File: src/rtl/lllt_pkg.sv
// lllt_pkg: shared types, constants and command/status codes
// for the least-loaded layer table; no dependencies
`default_nettype none
package lllt_pkg;
   localparam int TABLE_SLOTS = 32;
   localparam int SLOT_W = $clog2(TABLE_SLOTS);
   localparam int CNT_W = $clog2(TABLE_SLOTS + 1);
   localparam int ENTRY_W = 64;

   typedef enum logic [2:0] {
      CMD_REGISTER   = 3'd0,
      CMD_UNREGISTER = 3'd1,
      CMD_INCREMENT  = 3'd2,
      CMD_DECREMENT  = 3'd3,
      CMD_QUERY      = 3'd4
   } cmd_type;

   typedef enum logic [1:0] {
      ST_OK       = 2'd0,
      ST_NOT_FOUND = 2'd1,
      ST_ALREADY  = 2'd2,
      ST_FULL     = 2'd3
   } status_type;

   typedef enum logic [2:0] {
      S_IDLE, S_FIND, S_MODIFY, S_SHIFT, S_SCAN, S_DONE
   } state_type;

   typedef struct packed {
      logic [15:0] group_id;
      logic [31:0] member_id;
      logic [15:0] load;
   } entry_type;

   typedef struct packed {
      logic [SLOT_W-1:0] addr;
      logic              we;
      logic [SLOT_W-1:0] waddr;
      entry_type         wdata;
   } mem_ctl_type;
endpackage
`default_nettype wire

File: src/rtl/lllt_if.sv
// lllt_if: valid/ready channel interfaces for commands and results
// depends on nothing
`default_nettype none
interface lllt_req_if;
   logic        valid;
   logic        ready;
   logic [2:0]  cmd;
   logic [15:0] group_id;
   logic [31:0] member_id;
   modport source (output valid, cmd, group_id, member_id, input ready);
   modport sink (input valid, cmd, group_id, member_id, output ready);
endinterface

interface lllt_rsp_if;
   logic        valid;
   logic        ready;
   logic [1:0]  status;
   logic [15:0] member_load;
   logic [31:0] least_loaded_id;
   logic        needs_new_member;
   modport source (output valid, status, member_load, least_loaded_id, needs_new_member,
                   input ready);
   modport sink (input valid, status, member_load, least_loaded_id, needs_new_member,
                 output ready);
endinterface
`default_nettype wire

File: src/rtl/lllt_mem.sv
// lllt_mem: slot entry memory, one write and one registered read port
// depends on lllt_pkg
`default_nettype none
module lllt_mem (
   input  wire                   clock,
   input  lllt_pkg::mem_ctl_type ctl,
   output lllt_pkg::entry_type   rdata
);
   lllt_pkg::entry_type mem [lllt_pkg::TABLE_SLOTS];
   lllt_pkg::entry_type rdata_ff;

   always_ff @(posedge clock) begin
      if (ctl.we) begin
         mem[ctl.waddr] <= ctl.wdata;
      end
      rdata_ff <= mem[ctl.addr];
   end

   assign rdata = rdata_ff;
endmodule
`default_nettype wire

File: src/rtl/lllt_ctrl.sv
// lllt_ctrl: command sequencer; find, modify, shift and group scan over the slot memory
// depends on lllt_pkg
`default_nettype none
module lllt_ctrl (
   input  wire                    clock,
   input  wire                    reset,
   input  wire  [15:0]            limit,
   input  wire                    start,
   input  wire  [2:0]             cmd,
   input  wire  [15:0]            group_id,
   input  wire  [31:0]            member_id,
   output logic                   busy,
   output logic                   done,
   input  wire                    taken,
   output logic [1:0]             status,
   output logic [15:0]            member_load,
   output logic [31:0]            least_id,
   output logic                   needs_new,
   output lllt_pkg::mem_ctl_type  mem_ctl,
   input  lllt_pkg::entry_type    rdata
);
   localparam int unsigned LAST = lllt_pkg::TABLE_SLOTS;

   lllt_pkg::state_type state_ff, state_in;
   logic [lllt_pkg::CNT_W-1:0] count_ff, count_in;
   logic [lllt_pkg::CNT_W-1:0] idx_ff, idx_in;
   logic                       rd_ok_ff, rd_ok_in;
   logic [lllt_pkg::SLOT_W-1:0] hit_ff, hit_in;
   logic                       found_ff, found_in;
   logic [2:0]  cmd_ff, cmd_in;
   logic [15:0] grp_ff, grp_in;
   logic [31:0] mem_ff, mem_in;
   logic [1:0]  status_ff, status_in;
   logic [15:0] load_ff, load_in;
   logic [31:0] best_id_ff, best_id_in;
   logic [15:0] best_ld_ff, best_ld_in;
   logic        any_ff, any_in;
   logic        full_ff, full_in;
   logic        match;
   logic        in_grp;
   logic [lllt_pkg::CNT_W-1:0] rd_idx;
   lllt_pkg::entry_type upd;

   // entry at idx_ff-1 is in rdata when rd_ok_ff
   assign rd_idx = idx_ff - 1'b1;
   assign in_grp = rdata.group_id == grp_ff;
   assign match = in_grp && rdata.member_id == mem_ff;

   always_ff @(posedge clock) begin
      if (reset) begin
         state_ff <= lllt_pkg::S_IDLE;
         count_ff <= '0;
      end else begin
         state_ff <= state_in;
         count_ff <= count_in;
      end
      idx_ff <= idx_in;
      rd_ok_ff <= rd_ok_in;
      hit_ff <= hit_in;
      found_ff <= found_in;
      cmd_ff <= cmd_in;
      grp_ff <= grp_in;
      mem_ff <= mem_in;
      status_ff <= status_in;
      load_ff <= load_in;
      best_id_ff <= best_id_in;
      best_ld_ff <= best_ld_in;
      any_ff <= any_in;
      full_ff <= full_in;
   end

   // next state
   always_comb begin
      state_in = state_ff;
      case (state_ff)
         lllt_pkg::S_IDLE: if (start) state_in = lllt_pkg::S_FIND;
         lllt_pkg::S_FIND: begin
            if ((rd_ok_ff && match) || (!rd_ok_ff && idx_ff >= count_ff)) begin
               state_in = lllt_pkg::S_MODIFY;
            end
         end
         lllt_pkg::S_MODIFY: begin
            if (found_ff && cmd_ff == lllt_pkg::CMD_UNREGISTER) state_in = lllt_pkg::S_SHIFT;
            else state_in = lllt_pkg::S_SCAN;
         end
         lllt_pkg::S_SHIFT: if (!rd_ok_ff && idx_ff >= count_ff) state_in = lllt_pkg::S_SCAN;
         lllt_pkg::S_SCAN: if (!rd_ok_ff && idx_ff >= count_ff) state_in = lllt_pkg::S_DONE;
         lllt_pkg::S_DONE: if (taken) state_in = lllt_pkg::S_IDLE;
         default: state_in = lllt_pkg::S_IDLE;
      endcase
   end

   // datapath and memory control
   always_comb begin
      count_in = count_ff;
      idx_in = idx_ff;
      rd_ok_in = 1'b0;
      hit_in = hit_ff;
      found_in = found_ff;
      cmd_in = cmd_ff;
      grp_in = grp_ff;
      mem_in = mem_ff;
      status_in = status_ff;
      load_in = load_ff;
      best_id_in = best_id_ff;
      best_ld_in = best_ld_ff;
      any_in = any_ff;
      full_in = full_ff;
      upd = rdata;
      mem_ctl.addr = idx_ff[lllt_pkg::SLOT_W-1:0];
      mem_ctl.we = 1'b0;
      mem_ctl.waddr = hit_ff;
      mem_ctl.wdata = rdata;
      case (state_ff)
         lllt_pkg::S_IDLE: begin
            idx_in = '0;
            found_in = 1'b0;
            cmd_in = cmd;
            grp_in = group_id;
            mem_in = member_id;
         end
         lllt_pkg::S_FIND: begin
            if (rd_ok_ff && match) begin
               found_in = 1'b1;
               hit_in = rd_idx[lllt_pkg::SLOT_W-1:0];
               load_in = rdata.load;
            end else if (idx_ff < count_ff) begin
               idx_in = idx_ff + 1'b1;
               rd_ok_in = 1'b1;
            end
         end
         lllt_pkg::S_MODIFY: begin
            status_in = lllt_pkg::ST_OK;
            load_in = '0;
            idx_in = '0;
            if (cmd_ff == lllt_pkg::CMD_REGISTER) begin
               if (found_ff) begin
                  status_in = lllt_pkg::ST_ALREADY;
                  load_in = load_ff;
               end else if (count_ff >= LAST[lllt_pkg::CNT_W-1:0]) begin
                  status_in = lllt_pkg::ST_FULL;
               end else begin
                  mem_ctl.we = 1'b1;
                  mem_ctl.waddr = count_ff[lllt_pkg::SLOT_W-1:0];
                  mem_ctl.wdata = '{group_id: grp_ff, member_id: mem_ff, load: 16'd0};
                  count_in = count_ff + 1'b1;
               end
            end else if (!found_ff) begin
               status_in = lllt_pkg::ST_NOT_FOUND;
            end else if (cmd_ff == lllt_pkg::CMD_UNREGISTER) begin
               idx_in = {1'b0, hit_ff} + 1'b1;
            end else begin
               upd = '{group_id: grp_ff, member_id: mem_ff, load: load_ff};
               if (cmd_ff == lllt_pkg::CMD_INCREMENT && load_ff != 16'hFFFF) begin
                  upd.load = load_ff + 1'b1;
               end else if (cmd_ff == lllt_pkg::CMD_DECREMENT && load_ff != 16'd0) begin
                  upd.load = load_ff - 1'b1;
               end
               mem_ctl.we = 1'b1;
               mem_ctl.wdata = upd;
               load_in = upd.load;
            end
         end
         lllt_pkg::S_SHIFT: begin
            // read slot i, write it to slot i-1
            if (rd_ok_ff) begin
               mem_ctl.we = 1'b1;
               mem_ctl.waddr = rd_idx[lllt_pkg::SLOT_W-1:0] - 1'b1;
            end
            if (idx_ff < count_ff) begin
               idx_in = idx_ff + 1'b1;
               rd_ok_in = 1'b1;
            end else if (!rd_ok_ff) begin
               count_in = count_ff - 1'b1;
               idx_in = '0;
            end
            any_in = 1'b0;
            full_in = 1'b1;
            best_id_in = '0;
         end
         lllt_pkg::S_SCAN: begin
            if (rd_ok_ff && in_grp) begin
               if (!any_ff || rdata.load < best_ld_ff) begin
                  best_ld_in = rdata.load;
                  best_id_in = rdata.member_id;
               end
               any_in = 1'b1;
               if (rdata.load < limit) full_in = 1'b0;
            end
            if (idx_ff < count_ff) begin
               idx_in = idx_ff + 1'b1;
               rd_ok_in = 1'b1;
            end
         end
         lllt_pkg::S_DONE: ;
         default: ;
      endcase
      if (state_ff == lllt_pkg::S_MODIFY) begin
         any_in = 1'b0;
         full_in = 1'b1;
         best_id_in = '0;
      end
   end

   // outputs
   always_comb begin
      busy = state_ff != lllt_pkg::S_IDLE;
      done = state_ff == lllt_pkg::S_DONE;
      status = status_ff;
      member_load = load_ff;
      least_id = best_id_ff;
      needs_new = any_ff && full_ff;
   end
endmodule
`default_nettype wire

File: src/rtl/least_loaded_layer_table.sv
// least_loaded_layer_table: top level, csr register, channels, sequencer and slot memory
// depends on lllt_pkg, lllt_if, lllt_mem, lllt_ctrl
//
// usage: one command transfer on req (cmd, group_id, member_id) yields exactly
// one result transfer on rsp (status, member_load, least_loaded_id,
// needs_new_member). entries sit packed in registration order in a 32 x 64-bit
// synchronous memory with a registered read port; a fill count marks the used
// slots, so no clearing pass is needed after reset.
// a command runs: find, modify, on unregister a shift of later entries down one
// slot, then a group scan over the used slots; these steps run one after
// another through the single memory read port.
// one command is in flight at a time: req.ready is high only when idle.
// the result stays on rsp until taken; a stalled receiver holds the block.
// reset (synchronous, active high) empties the table and sets
// max_load_per_member to 1000; csr writes are taken any cycle but are meant
// for when the block is idle.
`default_nettype none
module least_loaded_layer_table (
   input  wire          clock,
   input  wire          reset,
   lllt_req_if.sink     req,
   lllt_rsp_if.source   rsp,
   input  wire          csr_we,
   input  wire  [15:0]  csr_wdata
);
   logic [15:0] limit_ff;
   logic        busy;
   logic        done;
   lllt_pkg::mem_ctl_type mem_ctl;
   lllt_pkg::entry_type   rdata;

   // load limit register
   always_ff @(posedge clock) begin
      if (reset) begin
         limit_ff <= 16'd1000;
      end else if (csr_we) begin
         limit_ff <= csr_wdata;
      end
   end

   assign req.ready = !busy;
   assign rsp.valid = done;

   lllt_ctrl u_ctrl (
      .clock       (clock),
      .reset       (reset),
      .limit       (limit_ff),
      .start       (req.valid && !busy),
      .cmd         (req.cmd),
      .group_id    (req.group_id),
      .member_id   (req.member_id),
      .busy        (busy),
      .done        (done),
      .taken       (rsp.ready),
      .status      (rsp.status),
      .member_load (rsp.member_load),
      .least_id    (rsp.least_loaded_id),
      .needs_new   (rsp.needs_new_member),
      .mem_ctl     (mem_ctl),
      .rdata       (rdata)
   );

   // slot memory
   lllt_mem u_mem (
      .clock (clock),
      .ctl   (mem_ctl),
      .rdata (rdata)
   );
endmodule
`default_nettype wire
File: src/flat_wrapper.sv
// flat-port wrapper written by rule: the top's interface ports become plain ports
module least_loaded_layer_table_flat 
  (clock, reset, csr_we, csr_wdata, req_valid, req_cmd, req_group_id, req_member_id, req_ready, rsp_valid, rsp_status, rsp_member_load, rsp_least_loaded_id, rsp_needs_new_member, rsp_ready);
  lllt_req_if req_i ();
  lllt_rsp_if rsp_i ();
  input  wire clock;
  input  wire reset;
  input  wire csr_we;
  input  wire  [15:0] csr_wdata;
  input wire logic [$bits(req_i.valid)-1:0] req_valid;
  input wire logic [$bits(req_i.cmd)-1:0] req_cmd;
  input wire logic [$bits(req_i.group_id)-1:0] req_group_id;
  input wire logic [$bits(req_i.member_id)-1:0] req_member_id;
  output wire logic [$bits(req_i.ready)-1:0] req_ready;
  output wire logic [$bits(rsp_i.valid)-1:0] rsp_valid;
  output wire logic [$bits(rsp_i.status)-1:0] rsp_status;
  output wire logic [$bits(rsp_i.member_load)-1:0] rsp_member_load;
  output wire logic [$bits(rsp_i.least_loaded_id)-1:0] rsp_least_loaded_id;
  output wire logic [$bits(rsp_i.needs_new_member)-1:0] rsp_needs_new_member;
  input wire logic [$bits(rsp_i.ready)-1:0] rsp_ready;
  assign req_i.valid = req_valid;
  assign req_i.cmd = req_cmd;
  assign req_i.group_id = req_group_id;
  assign req_i.member_id = req_member_id;
  assign req_ready = req_i.ready;
  assign rsp_valid = rsp_i.valid;
  assign rsp_status = rsp_i.status;
  assign rsp_member_load = rsp_i.member_load;
  assign rsp_least_loaded_id = rsp_i.least_loaded_id;
  assign rsp_needs_new_member = rsp_i.needs_new_member;
  assign rsp_i.ready = rsp_ready;
  least_loaded_layer_table u_core (.clock(clock), .reset(reset), .req(req_i), .rsp(rsp_i), .csr_we(csr_we), .csr_wdata(csr_wdata));
endmodule
File: config.mk
export PLATFORM = sky130hd
export DESIGN_NAME = least_loaded_layer_table_flat
export DESIGN_NICKNAME = d
export VERILOG_FILES = /design/src/rtl/lllt_pkg.sv /design/src/rtl/lllt_if.sv /design/src/rtl/lllt_mem.sv /design/src/rtl/lllt_ctrl.sv /design/src/rtl/least_loaded_layer_table.sv /design/src/flat_wrapper.sv
export SDC_FILE = /design/constraint.sdc
export NUM_CORES = 2
export LEC_CHECK = 0
export BUFFER_PORTS_ARGS = -buffer_cell sky130_fd_sc_hd__buf_2
export CORE_MARGIN = 2
export CORE_UTILIZATION = 62
export DETAILED_ROUTE_END_ITERATION = 8
export GPL_TIMING_DRIVEN = 1
export PLACE_DENSITY = 0.86
export RECOVER_POWER = 50
export SYNTH_ARGS = -nofsm -noshare
export SYNTH_HDL_FRONTEND = slang
export SYNTH_SLANG_ARGS = --single-unit
File: constraint.sdc
create_clock -name clock -period 9.04 [get_ports clock]
set_clock_uncertainty 0.1 [all_clocks]
set_input_delay 1.356 -clock clock [delete_from_list [all_inputs] [get_ports clock]]
set_output_delay 1.356 -clock clock [all_outputs]
set_load 0.005 [all_outputs]
; ---- Word-level counts from Yosys, hierarchy flattened
; Memory sizes are Yosys's and may differ from the RTL's. A register that Yosys moved wholly into a read port is not among the register bits.
; Cells that the tools add are included.
[totals]
n_memories = 1
ram_bits = 2048
output_inout_bits = 53
in_bits = 72
regBits = 157
elab_cells = 152
[mem_list]
columns = name, depth, word_bits, read_ports, rd_clocked_by_memory_dff, wr, line_no
row1 = u_core.u_mem.mem, 32, 64, 1, 1, 1, lllt_mem.sv:9  ; lllt_pkg::entry_type mem [lllt_pkg::TABLE_SLOTS];
[classes]
n_mux = 60
n_addsub = 8
order_cmp = 5
n_eq_ne = 28
n_reduce_logical = 34
[op_table]
columns = cell, count
row1 = 2-to-1 mux 64 bit, 4
row2 = 2-to-1 mux 70 bit, 2
row3 = 2-to-1 mux 16 bit, 7
row4 = 2-to-1 mux 6 bit, 13
row5 = 2-to-1 mux 32 bit, 2
row6 = one-hot mux 32 bit (2 select lines), 1
row7 = == test 32 bit, 1
row8 = less-than comparator 16 bit, 2
row9 = one-hot mux 16 bit (2 select lines), 1
row10 = one-hot mux 6 bit (5 select lines), 1
row11 = inequality test 2 bit (second input constant), 14
row12 = one-hot mux 6 bit (2 select lines), 2
row13 = 2-to-1 mux 3 bit, 6
row14 = one-hot mux 3 bit (6 select lines), 1
row15 = adder 16 x 1 -> 16 bit (second input constant), 1
row16 = == test 16 bit, 1
row17 = inequality test 16 bit (second input constant), 1
row18 = nonzero test 16 bit, 1
row19 = subtractor 16 x 1 -> 16 bit (second input constant), 1
row20 = AND reduction 3 bit, 5
row21 = adder 6 x 1 -> 6 bit (second input constant), 2
row22 = == test 3 x 2 -> 1 bit (second input constant), 4
row23 = 2-to-1 mux 1 bit, 12
row24 = subtractor 5 x 1 -> 5 bit (second input constant), 2
row25 = 23 further kinds, 48

; ---- Logic depth before layout (Yosys ltp)
[logic_depth]
ltp_word = 8
depth_mapped = 12
depth_no_buf = 9

; ---- By module
; Synthesis repeated with hierarchy kept, for this count alone.
[unflattened]
hier_cells = 3986
hier_area_um2 = 88213.4
[modules_own_cells]
columns = mod, cells_per_inst, seq_area_each_um2, n_inst, area_each_um2
row1 = lllt_mem, 3096, 62780.2, 1, 78964.5
row2 = lllt_ctrl, 836, 3793.6, 1, 8638.3
row3 = least_loaded_layer_table, 54, 320.3, 1, 610.6

; ---- Least setup slack after synthesis
; OpenSTA, ideal clock, no wires.
[synth_timing]
path_type = reg2reg
start = register u_core.u_ctrl.idx_ff[1] (netlist name)
end = memory u_core.u_mem.mem[17][0] (netlist name) (enable)
path_buffers = 4
synth_period_minus_slack_ps = 7751
required_ps = 8375
t_arrival_ps = 7086
path_stages_with_launch = 13
setup_slack_ps = 1289
setup_time_ps = 565
path_cell_list = edfxtp_1 > clkbuf_1 > clkbuf_1 > clkbuf_1 > inv_1 > ha_1 > a21boi_0 > xnor2_1 > nand3_1 > xor2_1 > o21a_1 > buf_2 > nor3_1
[synth_between]
elab_chain_cells = 4
[synth_lines]
columns = element, line_no
row1 = from (decl), lllt_ctrl.sv:26  ; logic [lllt_pkg::CNT_W-1:0] idx_ff, idx_in;
row2 = from (signal assigned), lllt_ctrl.sv:57  ; idx_ff <= idx_in;
row3 = subtractor 5 x 1 -> 5 bit, lllt_ctrl.sv:45  ; assign rd_idx = idx_ff - 1'b1;
row4 = subtractor 5 x 1 -> 5 bit, lllt_ctrl.sv:168  ; mem_ctl.waddr = rd_idx[lllt_pkg::SLOT_W-1:0] - 1'b1;
row5 = 2-to-1 mux 6 bit, lllt_ctrl.sv:166  ; if (rd_ok_ff) begin
row6 = one-hot mux 6 bit (2 select lines), lllt_ctrl.sv:114  ; case (state_ff)
row7 = to (decl), lllt_mem.sv:9
; Every way passes these cells.

==> impl_metrics.ini <==
[run_status]
run_status = finished with violations
violations = max-capacitance violations, max-slew violations

[yosys]
syn_nets = 3952
synth-simple-area-share = 0.0138
syn_area_mm2 = 0.0877
synthMuxAreaShare = 0.180
ys_types = 65
ys.flop_type = edfxtp_1
synth_top_cell_area_share = 0.735
synth_compound_gate_area_share = 0.0157
synthArstFlopShare = 0
yosysWarnings = 0
yosys.area.top_type = edfxtp_1
synth_fa_ha_area_frac = 0.00736
synth_seq_area_share = 0.763
syn_inst = 3829
synth_area_leaders = edfxtp_1 73%, mux4_2 16%, dfxtp_1 2.8%, mux2_2 1.4%, ha_1 0.71%
synth_edf_count = 2145
syn_avg_cell_area_um2 = 22.9
yosys_register_bits = 2269
synth_xor_area_frac = 0.00769
synth_top_family_by_area = multiplexers

[detailed_routing]
met1_length_um = 79400
wl_met2_um = 124000
wl_met3_um = 29300
wl_um = 248000
via_per_inst = 7.43
vias = 45559
drtIter0Drc = 8168
drc = 0
topRoutingLayerUsed = met5
wire_per_inst_um = 40.4
drt_pass1_iterations = 6
postRouteAntennaNets = 0

[setup_path]
crit_path_end_kind = register
timing.rr.end = u_core.u_mem.rdata[27]
crit-reg2reg-launch = u_core.u_ctrl.idx_ff[1]
r2r_slack_ns = 2.01
arrival_ns = 7.64
critPathRequiredTime_ns = 9.66
crit_fanout = 160
crit_type = reg2reg
rr_worst_depth = 6
crit_path_start_kind = register

[flow_run]
max_cap_violations = 25

[die]
num_rows = 137
core_mm2 = 0.140
die_h_um = 380
ios = 125
initial_core_util = 0.627
die_area_mm2 = 0.144
die_x_um = 380

[clocking]
htree_levels = 4
clkLatencyLatePin_ns = 0.87
holdBufCountCts = 0
cts_buffer_depth = 3
cts-root-buf = clkbuf_16
clk_pin_slew_ns = 0.06
cts-resized-gates = 0
cts.sinks = 2269
post_cts_buffers = 0
cts_tree = built
numCtsBuffers = 207

[layout]
syn_to_final_growth_pct = 11.0
seqCellArea_mm2 = 0.0669
multiInputGateArea_mm2 = 0.0198
finalNonFillerCells = 6131
drive_above_1_share = 0.280
layout.nets = 4196
fill_cells = 7646
final_util = 0.696

[pwr]
power.density_mw_per_mm2 = 316
p_leak_uw = 0.0303
vdd_ir_drop_max_mv = 0.339

[timing]
fin_crit_sh = 0.777
slew_viol_final = 733
tns_ns = 0
timing.fmax_mhz = 142
setup_slack_ns = 2.01
setup_viol = 0
worst_pin_slew_ns = 4.73
rsz0062_at_grt = false
min_period_ns = 7.03
final-hold-violation-count = 0
relSlewSlack = -2.15

[min_path]
whs_path_depth = 1
hold_start = u_core.u_ctrl.least_id[22]
hold_end = u_core.u_ctrl.least_id[22]
hold_path.class = reg2reg

[placed_design]
dpl_worst_slack_ns = 3.69
dp_hpwl_um = 119000
portBuffers = 124
dp_cells = 5740
gp_congestion = 0.877

[global_route]
grt_pass1_vias = 46089
antenna_found_initial = 12
grt_max_degree = 161
groute.usage.overall = 0.346
overflow = 0
grt_pass1_wl_um = 349000
==> registers in the layout, summed over array words and instances, names as in the netlist <==
register	flops
u_core.u_ctrl.state_ff	3
u_core.u_ctrl.rd_ok_ff	1
u_core.u_mem.rdata	64
u_core.limit_ff	16
u_core.u_ctrl.idx_ff	6
u_core.u_mem.mem	2048
u_core.u_ctrl.best_ld_ff	16
u_core.u_ctrl.mem_ff	32
u_core.u_ctrl.cmd_ff	3
u_core.u_ctrl.full_ff	1
u_core.u_ctrl.status	2
u_core.u_ctrl.any_ff	1
u_core.u_ctrl.hit_ff	5
u_core.u_ctrl.grp_ff	16
u_core.u_ctrl.found_ff	1
u_core.u_ctrl.count_ff	6
u_core.u_ctrl.member_load	16
u_core.u_ctrl.least_id	32
==> worst max-delay path by stage <==
stage                            startpoint                       end  depth (start not counted)
floorplan           u_core.u_ctrl.idx_ff[1]   u_core.u_mem.mem[17][0]                         12
global placement    u_core.u_ctrl.idx_ff[1]   u_core.u_mem.mem[0][49]                         10
detailed placement  u_core.u_ctrl.idx_ff[1]  u_core.u_mem.mem[16][28]                         10
CTS                 u_core.u_ctrl.idx_ff[1]    u_core.u_mem.mem[0][1]                         10
global route        u_core.u_ctrl.idx_ff[2]    u_core.u_mem.rdata[37]                          5
finish              u_core.u_ctrl.idx_ff[1]    u_core.u_mem.rdata[27]                          6
==> critical path: stages (launching register included) <==
cell and delay, ns:
edfxtp_1 0.33, buf_4 0.76, buf_12 0.57, clkbuf_2 3.42, mux4_2 0.58, mux4_2 0.56, mux2_1 0.35
==> cells in the final DEF, fill, tap and decap left out, drive strengths merged, types with 10 or more instances in the layout <==
master    netlist  layout
nor3           33      33
clkinv          0      83
nor4           10      10
edfxtp       2145    2145
inv            54      62
dfxtp         124     124
nand4          21      21
clkbuf         90     335
mux2          112     112
nor2           55      55
ha             50      50
a21oi          28      28
mux2i          13      13
xor2           11      11
nand2          51      51
a211oi         10      10
mux4          640     640
bufinv          0      19
buf            97     154
xnor2          66      66
clkinvlp        0      10
a22o           57      57
nand3          18      18
o21ai          21      21
and3           10      10
==> where the power goes <==
group          switching [uW]  internal [uW]  leakage (uW)
sequential                519          13700        0.0204
clock                    4040           4910       0.00332
combinational            4660           2920       0.00665
total                    9210          21600        0.0303
==> cells in the mapped netlist (all sizes together), types with 13 or more instances <==
| library cell | count |
|---|---|
| a21oi | 28 |
| a22o | 57 |
| buf | 97 |
| clkbuf | 90 |
| dfxtp | 124 |
| edfxtp | 2145 |
| ha | 50 |
| inv | 54 |
| mux2 | 112 |
| mux2i | 13 |
| mux4 | 640 |
| nand2 | 51 |
| nand3 | 18 |
| nand4 | 21 |
| nor2 | 55 |
| nor3 | 33 |
| o21ai | 21 |
| xnor2 | 66 |
==> cell families (layout without fill, tap and decap cells) <==
group                    count (synthesis)  in the layout
other                                    0              4
multiplexers                           765            765
AO/OA/AOI/OAI                          184            184
flip-flops                            2269           2269
AND/OR/NAND/NOR                        242            242
buffers and inverters                  241            663
adder cells (fa/ha/maj)                 51             51
XOR/XNOR                                77             77
==> cell type report <==
cell class / instances / share of cell area
Sequential cell: 2269 / 0.687
Clock inverter: 120 / 0.0130
Tap cell: 1876 / 0.0241
Inverter: 54 / 0.00208
Multi-Input combinational cell: 1319 / 0.203
Clock buffer: 267 / 0.0571
Timing Repair Buffer: 222 / 0.0128
Antenna cell: 4 / 0.000103
==> per-stage QoR <==
stage | hold slack (ns) | total power [uW] | area (um2)
after detailed placement | 0.359 | 21500 | 90800
after global placement | 0.358 | 21200 | 90800
final | 0.378 | 30800 | 97300
after global routing | 0.397 | 31500 | 97300
after floorplan | 0.331 | 19100 | 87700
after CTS | 0.382 | 30600 | 97600
==> layer usage <==
layer  track usage  vias up
met4         0.176        8
met2         0.568     4550
met5             0        -
met3        0.0729      887
li1              -    16745
met1         0.442    23369
(Power assumes the default switching activity.)
